===== src/mask_pixel_boolean_combine_top_defines.svh =====
// Assertion macros shared by the mask combine block.
`ifndef MASK_PIXEL_BOOLEAN_COMBINE_TOP_DEFINES_SVH
`define MASK_PIXEL_BOOLEAN_COMBINE_TOP_DEFINES_SVH

// Same-cycle implication, checked at every clock edge outside reset.
`define MPBC_ASSERT_IMP(lbl, ante, cons) \
  lbl: assert property (@(posedge clk_i) disable iff (!rst_ni) (ante) |-> (cons)) \
    else $error("mpbc same-cycle check failed");

// Next-cycle implication, checked at every clock edge outside reset.
`define MPBC_ASSERT_NXT(lbl, ante, cons) \
  lbl: assert property (@(posedge clk_i) disable iff (!rst_ni) (ante) |=> (cons)) \
    else $error("mpbc next-cycle check failed");

`endif


===== src/mpbc_pkg.sv =====
// Package with mode and register index codes for the mask combine block.
package mpbc_pkg;

  localparam int unsigned CFG_IDX_W = 2;
  localparam int unsigned MODE_W    = 3;

  typedef enum logic [MODE_W-1:0] {
    MODE_COPY      = 3'd0,
    MODE_UNION     = 3'd1,
    MODE_INTERSECT = 3'd2,
    MODE_DIFF      = 3'd3,
    MODE_EXCL      = 3'd4
  } mode_e;

  typedef enum logic [CFG_IDX_W-1:0] {
    REG_COMBINE_MODE = 2'd0,
    REG_INVERT_SHAPE = 2'd1,
    REG_OPACITY      = 2'd2
  } cfg_reg_e;

endpackage


===== src/mpbc_if.sv =====
// Valid/ready stream interfaces for pixel words in and combined words out.
interface mpbc_in_if #(
  parameter int unsigned VALUE_BITS = 16
);
  logic                  valid;
  logic                  ready;
  logic [VALUE_BITS-1:0] current_value;
  logic [VALUE_BITS-1:0] shape_value;
  logic                  last_pixel;

  modport source (output valid, current_value, shape_value, last_pixel, input ready);
  modport sink   (input valid, current_value, shape_value, last_pixel, output ready);
endinterface

interface mpbc_out_if #(
  parameter int unsigned VALUE_BITS = 16
);
  logic                  valid;
  logic                  ready;
  logic [VALUE_BITS-1:0] combined_value;
  logic                  last_out;

  modport source (output valid, combined_value, last_out, input ready);
  modport sink   (input valid, combined_value, last_out, output ready);
endinterface


===== src/mpbc_qmul.sv =====
// Q1.x fractional multiply with round-half-up back to the value width.
module mpbc_qmul import mpbc_pkg::*; #(
  parameter int unsigned VALUE_BITS = 16
) (
  input  logic [VALUE_BITS-1:0] a_i,
  input  logic [VALUE_BITS-1:0] b_i,
  output logic [VALUE_BITS-1:0] y_o
);

  localparam int unsigned PW = 2 * VALUE_BITS;
  localparam logic [PW-1:0] HALF = PW'(1) << (VALUE_BITS - 2);

  logic [PW-1:0] prod;

  // inputs stay within 0..ONE, so the rounded result fits in VALUE_BITS
  assign prod = (PW'(a_i) * PW'(b_i)) + HALF;
  assign y_o  = prod[PW-2 -: VALUE_BITS];

endmodule


===== src/mask_pixel_boolean_combine_top.sv =====
// Top level of the per-pixel fuzzy mask combine pipeline.
//
// Usage: pixel words enter on in_i (running value, shape value, last flag) and
// combined words leave on out_o with the last flag carried along. Both are
// valid/ready channels; a word moves when valid and ready are high together.
// Values are unsigned Q1.(VALUE_BITS-1), with one at 2^(VALUE_BITS-1); inputs
// above one are clamped to one.
// Each word passes four register stages: clamp and invert, opacity multiply,
// cross products, mode select. Throughput: one word per clock unless out_o.ready
// stalls the pipeline; pixels are independent.
// Configuration (combine mode, invert, opacity) is written on cfg_we_i; the user
// must write it only while the pipeline is empty, which the block itself does
// not enforce. Writes to index 3 are dropped.
// Reset: all stages empty, mode copy, no invert, opacity one.
// Stall: when out_o.ready is low, words back up stage by stage and in_i.ready
// drops only once all four stages hold a word; nothing is lost or repeated.
`include "mask_pixel_boolean_combine_top_defines.svh"

module mask_pixel_boolean_combine_top import mpbc_pkg::*; #(
  parameter int unsigned VALUE_BITS = 16
) (
  input  logic                  clk_i,
  input  logic                  rst_ni,
  input  logic                  cfg_we_i,
  input  logic [CFG_IDX_W-1:0]  cfg_idx_i,
  input  logic [VALUE_BITS-1:0] cfg_data_i,
  mpbc_in_if.sink               in_i,
  mpbc_out_if.source            out_o
);

  localparam int unsigned W = VALUE_BITS;
  localparam logic [W-1:0] ONE = W'(1) << (W - 1);

  // configuration registers
  logic [MODE_W-1:0] mode_q;
  logic              invert_q;
  logic [W-1:0]      opacity_q;

  always_ff @(posedge clk_i or negedge rst_ni) begin
    if (!rst_ni) begin
      mode_q    <= MODE_W'(MODE_COPY);
      invert_q  <= 1'b0;
      opacity_q <= ONE;
    end else if (cfg_we_i) begin
      unique case (cfg_reg_e'(cfg_idx_i))
        REG_COMBINE_MODE: mode_q    <= cfg_data_i[MODE_W-1:0];
        REG_INVERT_SHAPE: invert_q  <= cfg_data_i[0];
        REG_OPACITY:      opacity_q <= cfg_data_i;
        default: ;
      endcase
    end
  end

  // stage valids and enables
  logic v1_q, v2_q, v3_q, v4_q;
  logic en1, en2, en3, en4;

  assign en4 = !v4_q || out_o.ready;
  assign en3 = !v3_q || en4;
  assign en2 = !v2_q || en3;
  assign en1 = !v1_q || en2;
  assign in_i.ready = en1;

  always_ff @(posedge clk_i or negedge rst_ni) begin
    if (!rst_ni) begin
      v1_q <= 1'b0;
      v2_q <= 1'b0;
      v3_q <= 1'b0;
      v4_q <= 1'b0;
    end else begin
      if (en1) v1_q <= in_i.valid;
      if (en2) v2_q <= v1_q;
      if (en3) v3_q <= v2_q;
      if (en4) v4_q <= v3_q;
    end
  end

  // stage 1: clamp to one and invert the shape
  logic [W-1:0] c_sat, s_sat, op_sat, s_inv;
  logic [W-1:0] c1_q, s1_q, op1_q;
  logic         last1_q;

  assign c_sat  = (in_i.current_value > ONE) ? ONE : in_i.current_value;
  assign s_sat  = (in_i.shape_value > ONE) ? ONE : in_i.shape_value;
  assign op_sat = (opacity_q > ONE) ? ONE : opacity_q;
  assign s_inv  = invert_q ? (ONE - s_sat) : s_sat;

  always_ff @(posedge clk_i) begin
    if (en1) begin
      c1_q    <= c_sat;
      s1_q    <= s_inv;
      op1_q   <= op_sat;
      last1_q <= in_i.last_pixel;
    end
  end

  // stage 2: scale by opacity
  logic [W-1:0] m_d;
  logic [W-1:0] c2_q, m2_q;
  logic         last2_q;

  mpbc_qmul #(.VALUE_BITS(W)) u_mul_op (
    .a_i(op1_q),
    .b_i(s1_q),
    .y_o(m_d)
  );

  always_ff @(posedge clk_i) begin
    if (en2) begin
      c2_q    <= c1_q;
      m2_q    <= m_d;
      last2_q <= last1_q;
    end
  end

  // stage 3: cross products for difference and exclusion
  logic [W-1:0] x1_d, x2_d;
  logic [W-1:0] c3_q, m3_q, x1_q, x2_q;
  logic         last3_q;

  mpbc_qmul #(.VALUE_BITS(W)) u_mul_x1 (
    .a_i(ONE - c2_q),
    .b_i(m2_q),
    .y_o(x1_d)
  );

  mpbc_qmul #(.VALUE_BITS(W)) u_mul_x2 (
    .a_i(c2_q),
    .b_i(ONE - m2_q),
    .y_o(x2_d)
  );

  always_ff @(posedge clk_i) begin
    if (en3) begin
      c3_q    <= c2_q;
      m3_q    <= m2_q;
      x1_q    <= x1_d;
      x2_q    <= x2_d;
      last3_q <= last2_q;
    end
  end

  // stage 4: pick the result by mode
  logic         both;
  logic [W-1:0] max_cm, min_cm, max_x, r_d;
  logic [W-1:0] r4_q;
  logic         last4_q;

  assign both   = (c3_q != '0) && (m3_q != '0);
  assign max_cm = (c3_q > m3_q) ? c3_q : m3_q;
  assign min_cm = (c3_q < m3_q) ? c3_q : m3_q;
  assign max_x  = (x1_q > x2_q) ? x1_q : x2_q;

  always_comb begin
    unique case (mode_e'(mode_q))
      MODE_UNION:     r_d = max_cm;
      MODE_INTERSECT: r_d = min_cm;
      MODE_DIFF:      r_d = both ? x2_q : c3_q;
      MODE_EXCL:      r_d = both ? max_x : max_cm;
      default:        r_d = m3_q;
    endcase
  end

  always_ff @(posedge clk_i) begin
    if (en4) begin
      r4_q    <= r_d;
      last4_q <= last3_q;
    end
  end

  assign out_o.valid          = v4_q;
  assign out_o.combined_value = r4_q;
  assign out_o.last_out       = last4_q;

  `MPBC_ASSERT_NXT(a_accept_fills_s1, in_i.valid && in_i.ready, v1_q)
  `MPBC_ASSERT_IMP(a_result_in_range, out_o.valid, out_o.combined_value <= ONE)
  `MPBC_ASSERT_IMP(a_full_blocks_input, v1_q && v2_q && v3_q && v4_q && !out_o.ready,
                   !in_i.ready)

endmodule


===== src/flat_wrapper.sv =====
// flat-port wrapper written by rule: the top's interface ports become plain ports
module mask_pixel_boolean_combine_top_flat import mpbc_pkg::*;
#(
  parameter int unsigned VALUE_BITS = 16
)
  (clk_i, rst_ni, cfg_we_i, cfg_idx_i, cfg_data_i, in_i_valid, in_i_current_value, in_i_shape_value, in_i_last_pixel, in_i_ready, out_o_valid, out_o_combined_value, out_o_last_out, out_o_ready);
  mpbc_in_if #(.VALUE_BITS(VALUE_BITS)) in_i_i ();
  mpbc_out_if #(.VALUE_BITS(VALUE_BITS)) out_o_i ();
  input  logic clk_i;
  input  logic rst_ni;
  input  logic cfg_we_i;
  input  logic [CFG_IDX_W-1:0] cfg_idx_i;
  input  logic [VALUE_BITS-1:0] cfg_data_i;
  input wire logic [$bits(in_i_i.valid)-1:0] in_i_valid;
  input wire logic [$bits(in_i_i.current_value)-1:0] in_i_current_value;
  input wire logic [$bits(in_i_i.shape_value)-1:0] in_i_shape_value;
  input wire logic [$bits(in_i_i.last_pixel)-1:0] in_i_last_pixel;
  output wire logic [$bits(in_i_i.ready)-1:0] in_i_ready;
  output wire logic [$bits(out_o_i.valid)-1:0] out_o_valid;
  output wire logic [$bits(out_o_i.combined_value)-1:0] out_o_combined_value;
  output wire logic [$bits(out_o_i.last_out)-1:0] out_o_last_out;
  input wire logic [$bits(out_o_i.ready)-1:0] out_o_ready;
  assign in_i_i.valid = in_i_valid;
  assign in_i_i.current_value = in_i_current_value;
  assign in_i_i.shape_value = in_i_shape_value;
  assign in_i_i.last_pixel = in_i_last_pixel;
  assign in_i_ready = in_i_i.ready;
  assign out_o_valid = out_o_i.valid;
  assign out_o_combined_value = out_o_i.combined_value;
  assign out_o_last_out = out_o_i.last_out;
  assign out_o_i.ready = out_o_ready;
  mask_pixel_boolean_combine_top #(.VALUE_BITS(VALUE_BITS)) u_core (.clk_i(clk_i), .rst_ni(rst_ni), .cfg_we_i(cfg_we_i), .cfg_idx_i(cfg_idx_i), .cfg_data_i(cfg_data_i), .in_i(in_i_i), .out_o(out_o_i));
endmodule

===== config.mk =====
export PLATFORM = sky130hd
export DESIGN_NAME = mask_pixel_boolean_combine_top_flat
export DESIGN_NICKNAME = d
export VERILOG_FILES = /design/src/mpbc_pkg.sv /design/src/mpbc_if.sv /design/src/mpbc_qmul.sv /design/src/mask_pixel_boolean_combine_top.sv /design/src/flat_wrapper.sv
export VERILOG_INCLUDE_DIRS = /design/src /design/src/src
export SDC_FILE = /design/constraint.sdc
export NUM_CORES = 2
export LEC_CHECK = 0
export BUFFER_PORTS_ARGS = -buffer_cell sky130_fd_sc_hd__buf_2
export CAP_MARGIN = 30
export CORE_MARGIN = 4
export CORE_UTILIZATION = 55
export DETAILED_ROUTE_END_ITERATION = 8
export PLACE_DENSITY_LB_ADDON = 0.12
export SYNTH_ARGS = -nofsm -noshare
export SYNTH_HDL_FRONTEND = slang
export SYNTH_HIERARCHICAL = 1
export SYNTH_SLANG_ARGS = --single-unit

===== constraint.sdc =====
create_clock -name clk_i -period 12.4 [get_ports clk_i]
set_input_delay 2.48 -clock clk_i [delete_from_list [all_inputs] [get_ports clk_i]]
set_output_delay 2.48 -clock clk_i [all_outputs]
set_load 0.05 [all_outputs]

==> key figures <==
Worst setup path
  • Largest delay share family, worst path: adder cells
  • Worst-path fanout max: 20
  • Critical path endpoint category: flop
  • Worst EP arrival: ~8300 ps
  • Critical Path Most Common Cell: fa_1
  • Max incr delay on CP: 690 ps
  • Critical path class: flop to flop
  • CP Buf/Inv Count: 4
  • Startpoint Class: flop
  • WP data required: roughly 13000 ps
  • CP max-delay cell: edfxtp_1

Clocking
  • Worst-case clock buffer depth: 2
  • CTS tree: done
  • Clk pin slew, worst setup/hold paths: 80 ps
  • Clock sink count: 188
  • Num CTS Buffers: 17
  • Worst-Skew Late Latency: 470 ps
  • CTS H-tree lvls: 4
  • Post-CTS Setup Bufs: 0
  • Cts hold-fix bufs: 0
  • Clock root buffer: clkbuf_16
  • Post-CTS resize count: 0

STA
  • # setup viols final: 0
  • Slew @ Worst Pin: 1010 ps
  • Unrepaired setup endpoints after global routing: false
  • Fin Setup TNS: 0 ps
  • Final hold viol count: 0
  • Relative slew slack: 32.9%
  • Clock Skew: about 18 ps
  • Fmax: 0.124 GHz
  • Fin crit period: 8030 ps
  • Final Cycle Share: 64.8%
  • Final Slew Violations: 0

Finish
  • Layout cells sized above 1: between 6 and 7%
  • NumNets Final: 4549
  • Area added between synthesis and finish: 5.63%
  • Core Util, Final: 58.9%
  • Ant diodes: 0

Logic synthesis
  • Syn Area/Cell: 9.55 um^2
  • Distinct cells, synth: 87
  • Post-Synthesis Cell Area: 33800 um^2
  • Syn nets: 4528
  • Top FF cell, synth: edfxtp_1
  • Post-synthesis sequential area ratio: ~16%
  • Mapped Cells: 3537
  • Register bit total from synthesis: 188
  • Async SR Flop Fraction: around an eighth
  • Number of warnings issued by yosys: 6
  • EDFF count, synth: 164

GRT
  • Initial antenna violation count: 0
  • Largest net degree at the start of global routing: 66
  • GRT met2 Usage: 43.1%
  • Global-route wire length before repair: 142000 um
  • Grt ovf: 0
  • Vias in the first global route: 26700
  • Gr usage total: 27.1%
  • GR Util met3: 5.01%
  • Met1 GRT Util: 38.5%
  • Global route hottest layer: met2

Outcome
  • Status: complete, no violations

Detailed routing
  • Pre-antenna DRT Iters: 5
  • DR vias: 24600
  • Post-route ant nets: 0
  • Drt first-iter violations: about 1700
  • Avg Vias per Cell: 5.65
  • Wirelength per Cell: between 15 and 20 um
  • Drt total wl: 86300 um
  • Drt drc: 0

Placement
  • Port-buffer cells: between 70 and 80
  • Placer Congestion: 0.930
  • DP HPWL: 67800 um

Flow run
  • MaxCap Viol Count: 0

Floorplanning
  • Die ar.: 65500 um^2
  • Die W: 256 um
  • Die Ht: approximately 260 um
  • # rows: 90
  • Initial core utilization: a little under three fifths
  • Core Box Area: 60600 um^2
  • IO Count: 75

Hold path
  • Worst min-delay path category: flop to flop
final timing paths:
| check | startpoint | end | slack, ps | cells past startpoint |
|---|---|---|---|---|
| max | u_core/c2_q[3]$_DFFE_PP_ | u_core/x1_q[11]$_DFFE_PP_ | 4370 | 25 |
| min | u_core/c1_q[11]$_SDFFCE_PN0P_ | u_core/c2_q[11]$_DFFE_PP_ | 420 | 0 |
| max reg2reg | u_core/c2_q[3]$_DFFE_PP_ | u_core/x1_q[11]$_DFFE_PP_ | 4370 | 25 |
| min reg2reg | u_core/c1_q[11]$_SDFFCE_PN0P_ | u_core/c2_q[11]$_DFFE_PP_ | 420 | 0 |
| max in group asynchronous | rst_ni | u_core/mode_q[2]$_DFFE_PN0P_ | 10040 | 1 |
| min in group asynchronous | rst_ni | u_core/v2_q$_DFFE_PN0P_ | 1980 | 1 |
final cells by class:
class                   instances  area, um^2
well taps                     782         978
repair buffers                128         796
flip-flops and latches        188        5530
inverters                     709        2660
clock inverters                15         185
clock buffers                  17         425
multi-input cells            2514       25100
fillers                      5316       24900
cell usage after synthesis (10+ instances only):
master,number,area (um^2)
a211oi_1,12,90.1
a21o_1,12,90.1
a21oi_1,104,521
a222oi_1,16,160
a31oi_1,13,81.3
and2_1,347,2170
clkbuf_1,117,439
dfrtp_1,23,576
edfxtp_1,164,4920
fa_1,579,11600
ha_1,356,4450
inv_1,709,2660
mux2_2,20,225
mux2i_1,18,180
nand2_1,506,1900
nand2b_1,16,100
nand3_1,21,105
nand4_1,28,175
nor2_1,69,259
nor2b_1,36,225
nor3_1,24,120
nor4_1,24,150
o211ai_1,17,128
o21ai_0,56,280
o221ai_1,17,149
o31ai_1,10,75.1
xnor2_1,68,596
xor2_1,27,236
cell usage in the layout (no fill, tap or decap), types with 20 or more instances in the layout:
cell type    n
dfrtp_1     23
nor4_1      24
nor3_1      24
edfxtp_1   164
xor2_1      27
nor2_1      69
nand2_1    505
buf_4       52
ha_1       356
inv_1      709
xnor2_1     64
nand3_1     20
and2_1     347
buf_2       74
fa_1       579
o21ai_0     56
nand4_1     28
nor2b_1     36
mux2_2      20
a21oi_1    104
cell families after synthesis:
group / after synthesis / share of synthesized area, %
xor gates and xnor gates: 95 / 2.46
buffers and inverters: 835 / 9.41
muxes: 38 / 1.20
adders and majority gates: 935 / 47.5
DFF: 188 / 16.4
AOI/OAI and AO/OA: 322 / 6.37
and+or+nand+nor: 1124 / 16.7
layer usage:
layer | share of wire, % | up-vias
li1 | - | 11200
met1 | 44 | 12400
met2 | 46 | 906
met3 | 7.4 | 137
met4 | 2.6 | 0
met5 | 0 | -
registers in the layout, indices dropped and copies added, names as in the netlist, 3 cells and up:
name,flops
u_core/c1_q,16
u_core/c2_q,16
u_core/c3_q,16
u_core/m2_q,16
u_core/m3_q,16
u_core/mode_q,3
u_core/op1_q,16
u_core/opacity_q,16
u_core/out_o.combined_value,16
u_core/s1_q,16
u_core/x1_q,16
u_core/x2_q,16
through the flow:
| stage | instances | cell area [um^2] | hold slack, ps | setup WS (ps) |
|---|---|---|---|---|
| floorplan | 3537 | 33800 | 400 | 5270 |
| global placement | 4318 | 35000 | 403 | 4720 |
| detailed placement | 4321 | 35100 | 405 | 4510 |
| CTS | 4353 | 35700 | 422 | 4480 |
| global route | 4353 | 35700 | 434 | 3920 |
| finish | 4353 | 35700 | 425 | 4370 |
Power is left out: the tool's default activity adds up to more than one toggle a clock period on the data nets, which glitch-free logic cannot reach.
